==> src/hdl/bsrs_pkg.sv <==
// Shared types and constants for the button shift-register scanner.
// No dependencies; imported by every module of the block.
package bsrs_pkg;

    localparam int NUM_BITS_DEF = 8;   // default scan width
    localparam int NUM_BUTTONS  = 8;   // ids are configured for eight buttons
    localparam int LEVEL_W      = 8;   // width of one raw poll
    localparam int BTN_IDX_W    = 3;   // selects one of the eight ids
    localparam int ID_W         = 16;
    localparam int IDS_PER_WORD = 4;
    localparam int CFG_IDX_W    = 4;
    localparam int CFG_DATA_W   = 64;

    // configuration register indexes
    localparam logic [CFG_IDX_W-1:0] REG_SCAN_ENABLE  = 4'd0;
    localparam logic [CFG_IDX_W-1:0] REG_INVERT_MASK  = 4'd1;
    localparam logic [CFG_IDX_W-1:0] REG_IDS_LOW      = 4'd2;
    localparam logic [CFG_IDX_W-1:0] REG_IDS_HIGH     = 4'd3;

    // event kinds
    localparam logic KIND_DOWN = 1'b0;
    localparam logic KIND_UP   = 1'b1;

    typedef enum logic [1:0] {
        ST_IDLE,
        ST_EMIT_ID,
        ST_EMIT_ANY
    } state_t;

    // controller -> datapath
    typedef struct packed {
        logic load;      // poll request taken this cycle
        logic advance;   // any-key copy taken, drop current button
        logic sel_any;   // present the any-key copy (id 0)
    } dp_cmd_t;

    // datapath -> controller
    typedef struct packed {
        logic load_events;  // poll on the input would produce events
        logic pending;      // buttons left to report
        logic more;         // more than one button left
    } dp_status_t;

endpackage

==> src/hdl/bsrs_ctrl.sv <==
// Sequencer of the button scanner: takes a poll request, then walks the
// event pair (id, any-key) per changed button. Depends on bsrs_pkg.
module bsrs_ctrl
    import bsrs_pkg::*;
(
    input  logic       clk,
    input  logic       rst_n,
    input  logic       in_valid,
    output logic       in_stall,
    output logic       out_valid,
    input  logic       out_stall,
    output logic       last,
    input  dp_status_t status,
    output dp_cmd_t    cmd
);

    state_t state_reg;
    state_t state_next;

    always_ff @(posedge clk or negedge rst_n)
    begin
        if (!rst_n)
        begin
            state_reg <= ST_IDLE;
        end
        else
        begin
            state_reg <= state_next;
        end
    end

    always_comb
    begin
        state_next  = state_reg;
        in_stall    = 1'b1;
        out_valid   = 1'b0;
        last        = 1'b0;
        cmd         = '0;
        case (state_reg)
            ST_IDLE:
            begin
                in_stall = 1'b0;
                if (in_valid)
                begin
                    cmd.load = 1'b1;
                    if (status.load_events)
                    begin
                        state_next = ST_EMIT_ID;
                    end
                end
            end
            ST_EMIT_ID:
            begin
                out_valid = 1'b1;
                if (!out_stall)
                begin
                    state_next = ST_EMIT_ANY;
                end
            end
            ST_EMIT_ANY:
            begin
                out_valid   = 1'b1;
                cmd.sel_any = 1'b1;
                last        = !status.more;
                if (!out_stall)
                begin
                    cmd.advance = 1'b1;
                    state_next  = status.more ? ST_EMIT_ID : ST_IDLE;
                end
            end
            default:
            begin
                state_next = ST_IDLE;
            end
        endcase
    end

endmodule

==> src/hdl/bsrs_datapath.sv <==
// Datapath of the button scanner: configuration registers, stored levels,
// pending-event mask and result fields. Depends on bsrs_pkg.
module bsrs_datapath
    import bsrs_pkg::*;
#(
    parameter int NUM_BITS = NUM_BITS_DEF
)
(
    input  logic                  clk,
    input  logic                  rst_n,
    input  logic                  cfg_we,
    input  logic [CFG_IDX_W-1:0]  cfg_index,
    input  logic [CFG_DATA_W-1:0] cfg_data,
    input  logic [LEVEL_W-1:0]    raw_levels,
    input  dp_cmd_t               cmd,
    output dp_status_t            status,
    output logic                  event_kind,
    output logic [ID_W-1:0]       button_id
);

    localparam int ScanW = (NUM_BITS > NUM_BUTTONS) ? NUM_BUTTONS :
                           ((NUM_BITS < 1) ? 1 : NUM_BITS);

    logic                  scan_enable_reg;
    logic [LEVEL_W-1:0]    invert_mask_reg;
    logic [CFG_DATA_W-1:0] ids_low_reg;
    logic [CFG_DATA_W-1:0] ids_high_reg;

    logic [ScanW-1:0] levels_reg, levels_next;
    logic [ScanW-1:0] now_reg, now_next;
    logic [ScanW-1:0] mask_reg, mask_next;

    logic [ID_W-1:0]      ids [NUM_BUTTONS];
    logic [LEVEL_W-1:0]   raw_x;
    logic [ScanW-1:0]     now_w;
    logic [ScanW-1:0]     id_nz;
    logic [ScanW-1:0]     load_mask;
    logic [ScanW-1:0]     mask_rest;
    logic [ScanW-1:0]     low_hot;
    logic [BTN_IDX_W-1:0] sel_idx;

    // configuration writes
    always_ff @(posedge clk or negedge rst_n)
    begin
        if (!rst_n)
        begin
            scan_enable_reg <= 1'b1;
            invert_mask_reg <= '0;
            ids_low_reg     <= '0;
            ids_high_reg    <= '0;
        end
        else if (cfg_we)
        begin
            case (cfg_index)
                REG_SCAN_ENABLE: scan_enable_reg <= cfg_data[0];
                REG_INVERT_MASK: invert_mask_reg <= cfg_data[LEVEL_W-1:0];
                REG_IDS_LOW:     ids_low_reg     <= cfg_data;
                REG_IDS_HIGH:    ids_high_reg    <= cfg_data;
                default:         ;
            endcase
        end
    end

    always_comb
    begin
        for (int b = 0; b < NUM_BUTTONS; b++)
        begin
            if (b < IDS_PER_WORD)
            begin
                ids[b] = ids_low_reg[ID_W*b +: ID_W];
            end
            else
            begin
                ids[b] = ids_high_reg[ID_W*(b-IDS_PER_WORD) +: ID_W];
            end
        end
    end

    assign raw_x = raw_levels ^ invert_mask_reg;
    assign now_w = raw_x[ScanW-1:0];

    always_comb
    begin
        for (int b = 0; b < ScanW; b++)
        begin
            id_nz[b] = (ids[b] != '0);
        end
    end

    assign load_mask = scan_enable_reg ? ((now_w ^ levels_reg) & id_nz) : '0;
    assign mask_rest = mask_reg & (mask_reg - ScanW'(1));
    assign low_hot   = mask_reg & ~mask_rest;

    // lowest pending button
    always_comb
    begin
        sel_idx = '0;
        for (int b = ScanW - 1; b >= 0; b--)
        begin
            if (mask_reg[b])
            begin
                sel_idx = BTN_IDX_W'(b);
            end
        end
    end

    always_comb
    begin
        levels_next = levels_reg;
        now_next    = now_reg;
        mask_next   = mask_reg;
        if (cmd.load)
        begin
            mask_next = load_mask;
            now_next  = now_w;
            if (scan_enable_reg)
            begin
                levels_next = now_w;
            end
        end
        else if (cmd.advance)
        begin
            mask_next = mask_rest;
        end
    end

    always_ff @(posedge clk or negedge rst_n)
    begin
        if (!rst_n)
        begin
            levels_reg <= '0;
            mask_reg   <= '0;
        end
        else
        begin
            levels_reg <= levels_next;
            mask_reg   <= mask_next;
        end
    end

    always_ff @(posedge clk)
    begin
        now_reg <= now_next;
    end

    assign status.load_events = (load_mask != '0);
    assign status.pending     = (mask_reg != '0);
    assign status.more        = (mask_rest != '0);

    // rising level -> key down
    assign event_kind = ((now_reg & low_hot) != '0) ? KIND_DOWN : KIND_UP;
    assign button_id  = cmd.sel_any ? '0 : ids[sel_idx];

endmodule

==> src/hdl/button_shift_register_scanner_core.sv <==
// Button scanner: takes polls of the eight levels read from an external
// parallel-in serial-out register (first shifted bit in bit 7), applies the
// invert mask, compares with the stored levels and reports each changed
// button with a nonzero id as a key-down (0->1) or key-up (1->0) event,
// followed by an any-key copy with id 0, lowest bit first; the final event
// of a poll carries last. The sequencer issues one event per cycle from the
// pending-button mask while the output is not stalled, and takes the next
// poll only once the previous one is fully delivered. Polls with scanning
// disabled, or with no reportable change, finish in the request cycle.
// Configuration: index 0 scan_enable, 1 invert_mask, 2 ids of bits 0..3,
// 3 ids of bits 4..7 (16 bits each, lowest bit in the low sixteen); other
// indexes are ignored. Write only while idle.
// Depends on bsrs_pkg, bsrs_ctrl and bsrs_datapath.
module button_shift_register_scanner_core
    import bsrs_pkg::*;
#(
    parameter int NUM_BITS = NUM_BITS_DEF   // buttons scanned, clamped to 1..8
)
(
    input  logic                  clk,
    input  logic                  rst_n,
    // configuration
    input  logic                  cfg_we,
    input  logic [CFG_IDX_W-1:0]  cfg_index,
    input  logic [CFG_DATA_W-1:0] cfg_data,
    // poll requests
    input  logic                  in_valid,
    output logic                  in_stall,
    input  logic [LEVEL_W-1:0]    raw_levels,
    // events
    output logic                  out_valid,
    input  logic                  out_stall,
    output logic                  event_kind,
    output logic [ID_W-1:0]       button_id,
    output logic                  last
);

    dp_cmd_t    cmd;
    dp_status_t status;

    bsrs_ctrl u_ctrl (
        .clk       (clk),
        .rst_n     (rst_n),
        .in_valid  (in_valid),
        .in_stall  (in_stall),
        .out_valid (out_valid),
        .out_stall (out_stall),
        .last      (last),
        .status    (status),
        .cmd       (cmd)
    );

    bsrs_datapath #(
        .NUM_BITS (NUM_BITS)
    ) u_dp (
        .clk        (clk),
        .rst_n      (rst_n),
        .cfg_we     (cfg_we),
        .cfg_index  (cfg_index),
        .cfg_data   (cfg_data),
        .raw_levels (raw_levels),
        .cmd        (cmd),
        .status     (status),
        .event_kind (event_kind),
        .button_id  (button_id)
    );

    // an event is only shown while some button is still pending
    a_valid_has_pending: assert property (@(posedge clk) disable iff (!rst_n)
        out_valid |-> status.pending)
        else $error("event shown with no pending button");

    // no new poll is taken while events are being delivered
    a_no_poll_while_busy: assert property (@(posedge clk) disable iff (!rst_n)
        out_valid |-> in_stall)
        else $error("poll accepted while events outstanding");

    // the final event of a poll is always an any-key copy
    a_last_is_any: assert property (@(posedge clk) disable iff (!rst_n)
        last |-> (out_valid && button_id == '0))
        else $error("last flag on a non any-key event");

    // a taken event that is not final is followed by another event
    a_pair_follows: assert property (@(posedge clk) disable iff (!rst_n)
        (out_valid && !out_stall && !last) |=> out_valid)
        else $error("event sequence broken before last");

endmodule
==> config.mk <==
export PLATFORM = sky130hd
export DESIGN_NAME = button_shift_register_scanner_core
export DESIGN_NICKNAME = d
export VERILOG_FILES = /design/src/hdl/bsrs_pkg.sv /design/src/hdl/bsrs_ctrl.sv /design/src/hdl/bsrs_datapath.sv /design/src/hdl/button_shift_register_scanner_core.sv
export SDC_FILE = /design/constraint.sdc
export NUM_CORES = 1
export LEC_CHECK = 0
export ABC_AREA = 1
export ABC_CLOCK_PERIOD_IN_PS = 2300
export BUFFER_PORTS_ARGS = -buffer_cell sky130_fd_sc_hd__buf_2
export CAP_MARGIN = 20
export CORE_MARGIN = 2
export CORE_UTILIZATION = 49
export DETAILED_ROUTE_END_ITERATION = 16
export PLACE_DENSITY = 0.69
export REMOVE_ABC_BUFFERS = 1
export SYNTH_ARGS = -nofsm -noshare
export SYNTH_HDL_FRONTEND = slang
export SYNTH_SLANG_ARGS = --single-unit
==> constraint.sdc <==
create_clock -name clk -period 2.3 [get_ports clk]
set_input_delay 0.115 -clock clk [delete_from_list [all_inputs] [get_ports clk]]
set_output_delay 0.115 -clock clk [all_outputs]
set_load 0.1 [all_outputs]
==> flow_summary.yaml <==
layout:
  final_layout_size_suffix_gt1_frac: 0.2439
  n_fill_cell: 1289
  syn_to_final_growth_pct: 40.51
  multi_input_area_um2: 4333
  final_nets: 1475
  n_antenna_cell: 0
  seq_area_um2: 4125
  design_area_um2: 12300
place:
  dpl-instance-area_um2: 9746
  place_ws_ns: 0.2368
  gp_congestion: 0.8969
  dp_hpwl_um: 16340
  place.port_buffers: 100
routing:
  wl_per_cell_um: 16.67
  ant_nets: 0
  drc: 0
  first_pass_iters: 6
  drt-total-wl_um: 27120
  drtIter0Drc: 850
  vias: 8818
  vias_per_cell: 5.420
cts:
  cts.sinks: 163
  clk_latency_ns: 0.43
  cts_buffers: 17
  cts_buffer_depth: 2
  root_buffer: "clkbuf_16"
  cts_tree: "done"
  clk_pin_slew_ns: 0.07
  ctsHtreeMaxLevel: 4
sta:
  period_share: 1.090
  relSlewSlack: 0.5954
  fin_crit_ns: 2.507
  setup_violations: 16
  rsz0062_at_grt: "yes"
  setup_tns_ns: -1.922
  holdWs_ns: 0.005864
  hold_viol: 0
  max_freq_ghz: 0.3988
  worst_pin_slew_ns: 0.6053
  skew_ns: 0.008852
  drv_slew: 0
  finalWorstSetupSlack_ns: -0.2074
setup_path:
  crit_arrival_ns: 2.39
  required_ns: 2.18
  path_cells: "inv_2 -> nand2_1 -> nand2_2 -> nand2_4 -> nand2_8 -> buf_12 -> buf_16 -> nand2_2 -> nand2_1 -> o21ai_2 -> nor2_2 -> nor2_4 -> buf_12"
  end_kind: "primary output"
  critical_path_class: "reg2out"
  critPathMaxFanout: 6
  slowest_delay_ns: 0.44
  reg2regPathDepth: 11
  critPathLaunchType: "flip-flop"
  critPathSlowestCell: "dfrtp_1"
run_status:
  violations: "setup timing"
  outcome: "finished, violations left"
global_route:
  grt_pass1_vias: 8124
  grt_first_pass_wirelength_um: 41060
  antenna_found_initial: 0
  grtUsageTotal: 0.2820
  grt.overflow.total: 0
  grt_max_degree: 129
floorplan:
  row_count: 48
  io_pins: 101
  dieArea_um2: 18950
  die_w_um: 137.7
  initial_core_util: 0.5043
  core_um2: 17360
  die_h_um: 137.7
synthesis:
  netlist_top_cells_count: "nand2_1 (321), inv_1 (172), dfrtp_1 (154), o21ai_0 (153), nor2_1 (137)"
  ys_seq_area_frac: 0.4707
  synthMostInstantiatedCell: "nand2_1"
  synth_area_leaders: "dfrtp_1 (44%), nand2_1 (14%), o21ai_0 (8.7%), inv_1 (7.4%), nor2_1 (5.9%)"
  synth_edf_count: 8
  yosysTopAreaCellShare: 0.4403
  ys.flop_type: "dfrtp_1"
  synth_area_per_cell_um2: 7.216
  ys_ff_latch: 163
  yosys.area.top_type: "dfrtp_1"
  synth_area_um2: 8753
  synth_cells: 1213
  synth.distinct_cells: 36
  async_flop_share: 0.9509
  ys_warn_count: 0
hold_path:
  hold_path.class: "in2reg"
  min_path_cells: 3
job:
  cap_violations: 0
==> routing by layer <==
layer | track usage | part of all wire | vias to the layer above
met4 | 0.1157 | 0.041 | 0
li1 | - | - | 4174
met3 | 0.03311 | 0.065 | 92
met5 | 0 | 0 | -
met2 | 0.4425 | 0.46 | 387
met1 | 0.3980 | 0.43 | 4165
==> worst max-delay path: cells and delay by family (launching register included) <==
kind | cells | cell delay (ns)
and+or+nand+nor | 8 | 0.73
DFF | 1 | 0.44
AOI/OAI and AO/OA | 1 | 0.20
buffers and inverters | 4 | 0.58
==> through the flow <==
step,util,instances
after floorplan,-,1153
after global placement,0.5615,1501
after detailed placement,0.5615,1501
after CTS,0.6703,1614
after global routing,0.7086,1627
final,0.7086,1627
==> repair_timing <==
action / 4_1_cts / 5_1_grt
setup endpoints to repair: 17 / 18
endpoints found under the hold margin: 152 / 0
cloned: 6 / 8
hold buffers: 54 / 0
buffers inserted: 21 / 6
gates resized for setup: 99 / 117
pin swaps: 16 / 49
==> cell families (layout without fill, tap and decap cells) <==
kind of cell,Yosys count,after routing,share of synthesized area
buffers and inverters,237,426,0.1098
flip-flops,163,163,0.4707
multiplexers,3,3,0.003859
AND/OR/NAND/NOR,607,607,0.2919
AO/OA/AOI/OAI,198,198,0.1166
adder cells (fa/ha/maj),5,5,0.007147
==> final cells by class <==
type / count / area share
well taps: 225 / 0.02289
inverters: 177 / 0.05544
flip-flops and latches: 163 / 0.3354
clock buffers: 23 / 0.04140
clock inverters: 9 / 0.01150
multi-input cells: 813 / 0.3523
repair buffers: 217 / 0.1811
==> final timing paths <==
check	end	slack [ns]	startpoint
worst max-delay path	button_id[8]	-0.21	u_dp.mask_reg[4]
worst min-delay path	u_dp.ids_low_reg[11]	0.006	cfg_data[11]
worst max register to register	u_ctrl.state_reg[0]	0.45	u_dp.ids_low_reg[56]
worst min register to register	u_dp.ids_high_reg[38]	0.48	u_dp.ids_high_reg[38]
max in group asynchronous	u_dp.ids_high_reg[43]	1.32	rst_n
min in group asynchronous	u_dp.ids_low_reg[28]	0.19	rst_n
==> placed cells by master (no fill, tap or decap), types with 3 or more instances in the layout <==
master,netlist,routed
nand3_4,0,5
buf_4,4,25
a21oi_1,22,21
o21ai_0,153,146
mux2_2,3,3
buf_6,5,13
edfxtp_1,8,8
nand4_1,11,11
buf_12,0,31
nand3_2,4,19
nand2_2,4,28
nand2_1,321,284
buf_16,0,5
nor3_4,0,7
o21ai_2,1,12
dlygate4sd3_1,0,54
clkbuf_16,0,25
nand2_4,1,13
bufinv_16,0,3
nor3_2,0,8
nor2_1,137,105
dfrtp_1,154,150
dfrtp_2,0,4
nand3b_1,8,8
ha_1,5,5
inv_2,3,4
nor2_2,1,16
o21ai_1,11,5
nor2_4,1,18
clkbuf_8,0,5
buf_2,14,81
nand3_1,98,78
nor3_1,18,3
o22ai_1,4,4
clkinv_4,0,4
inv_1,172,169
Power is left out: the tool's default activity adds up to more than one toggle a clock period on the data nets, which glitch-free logic cannot reach.
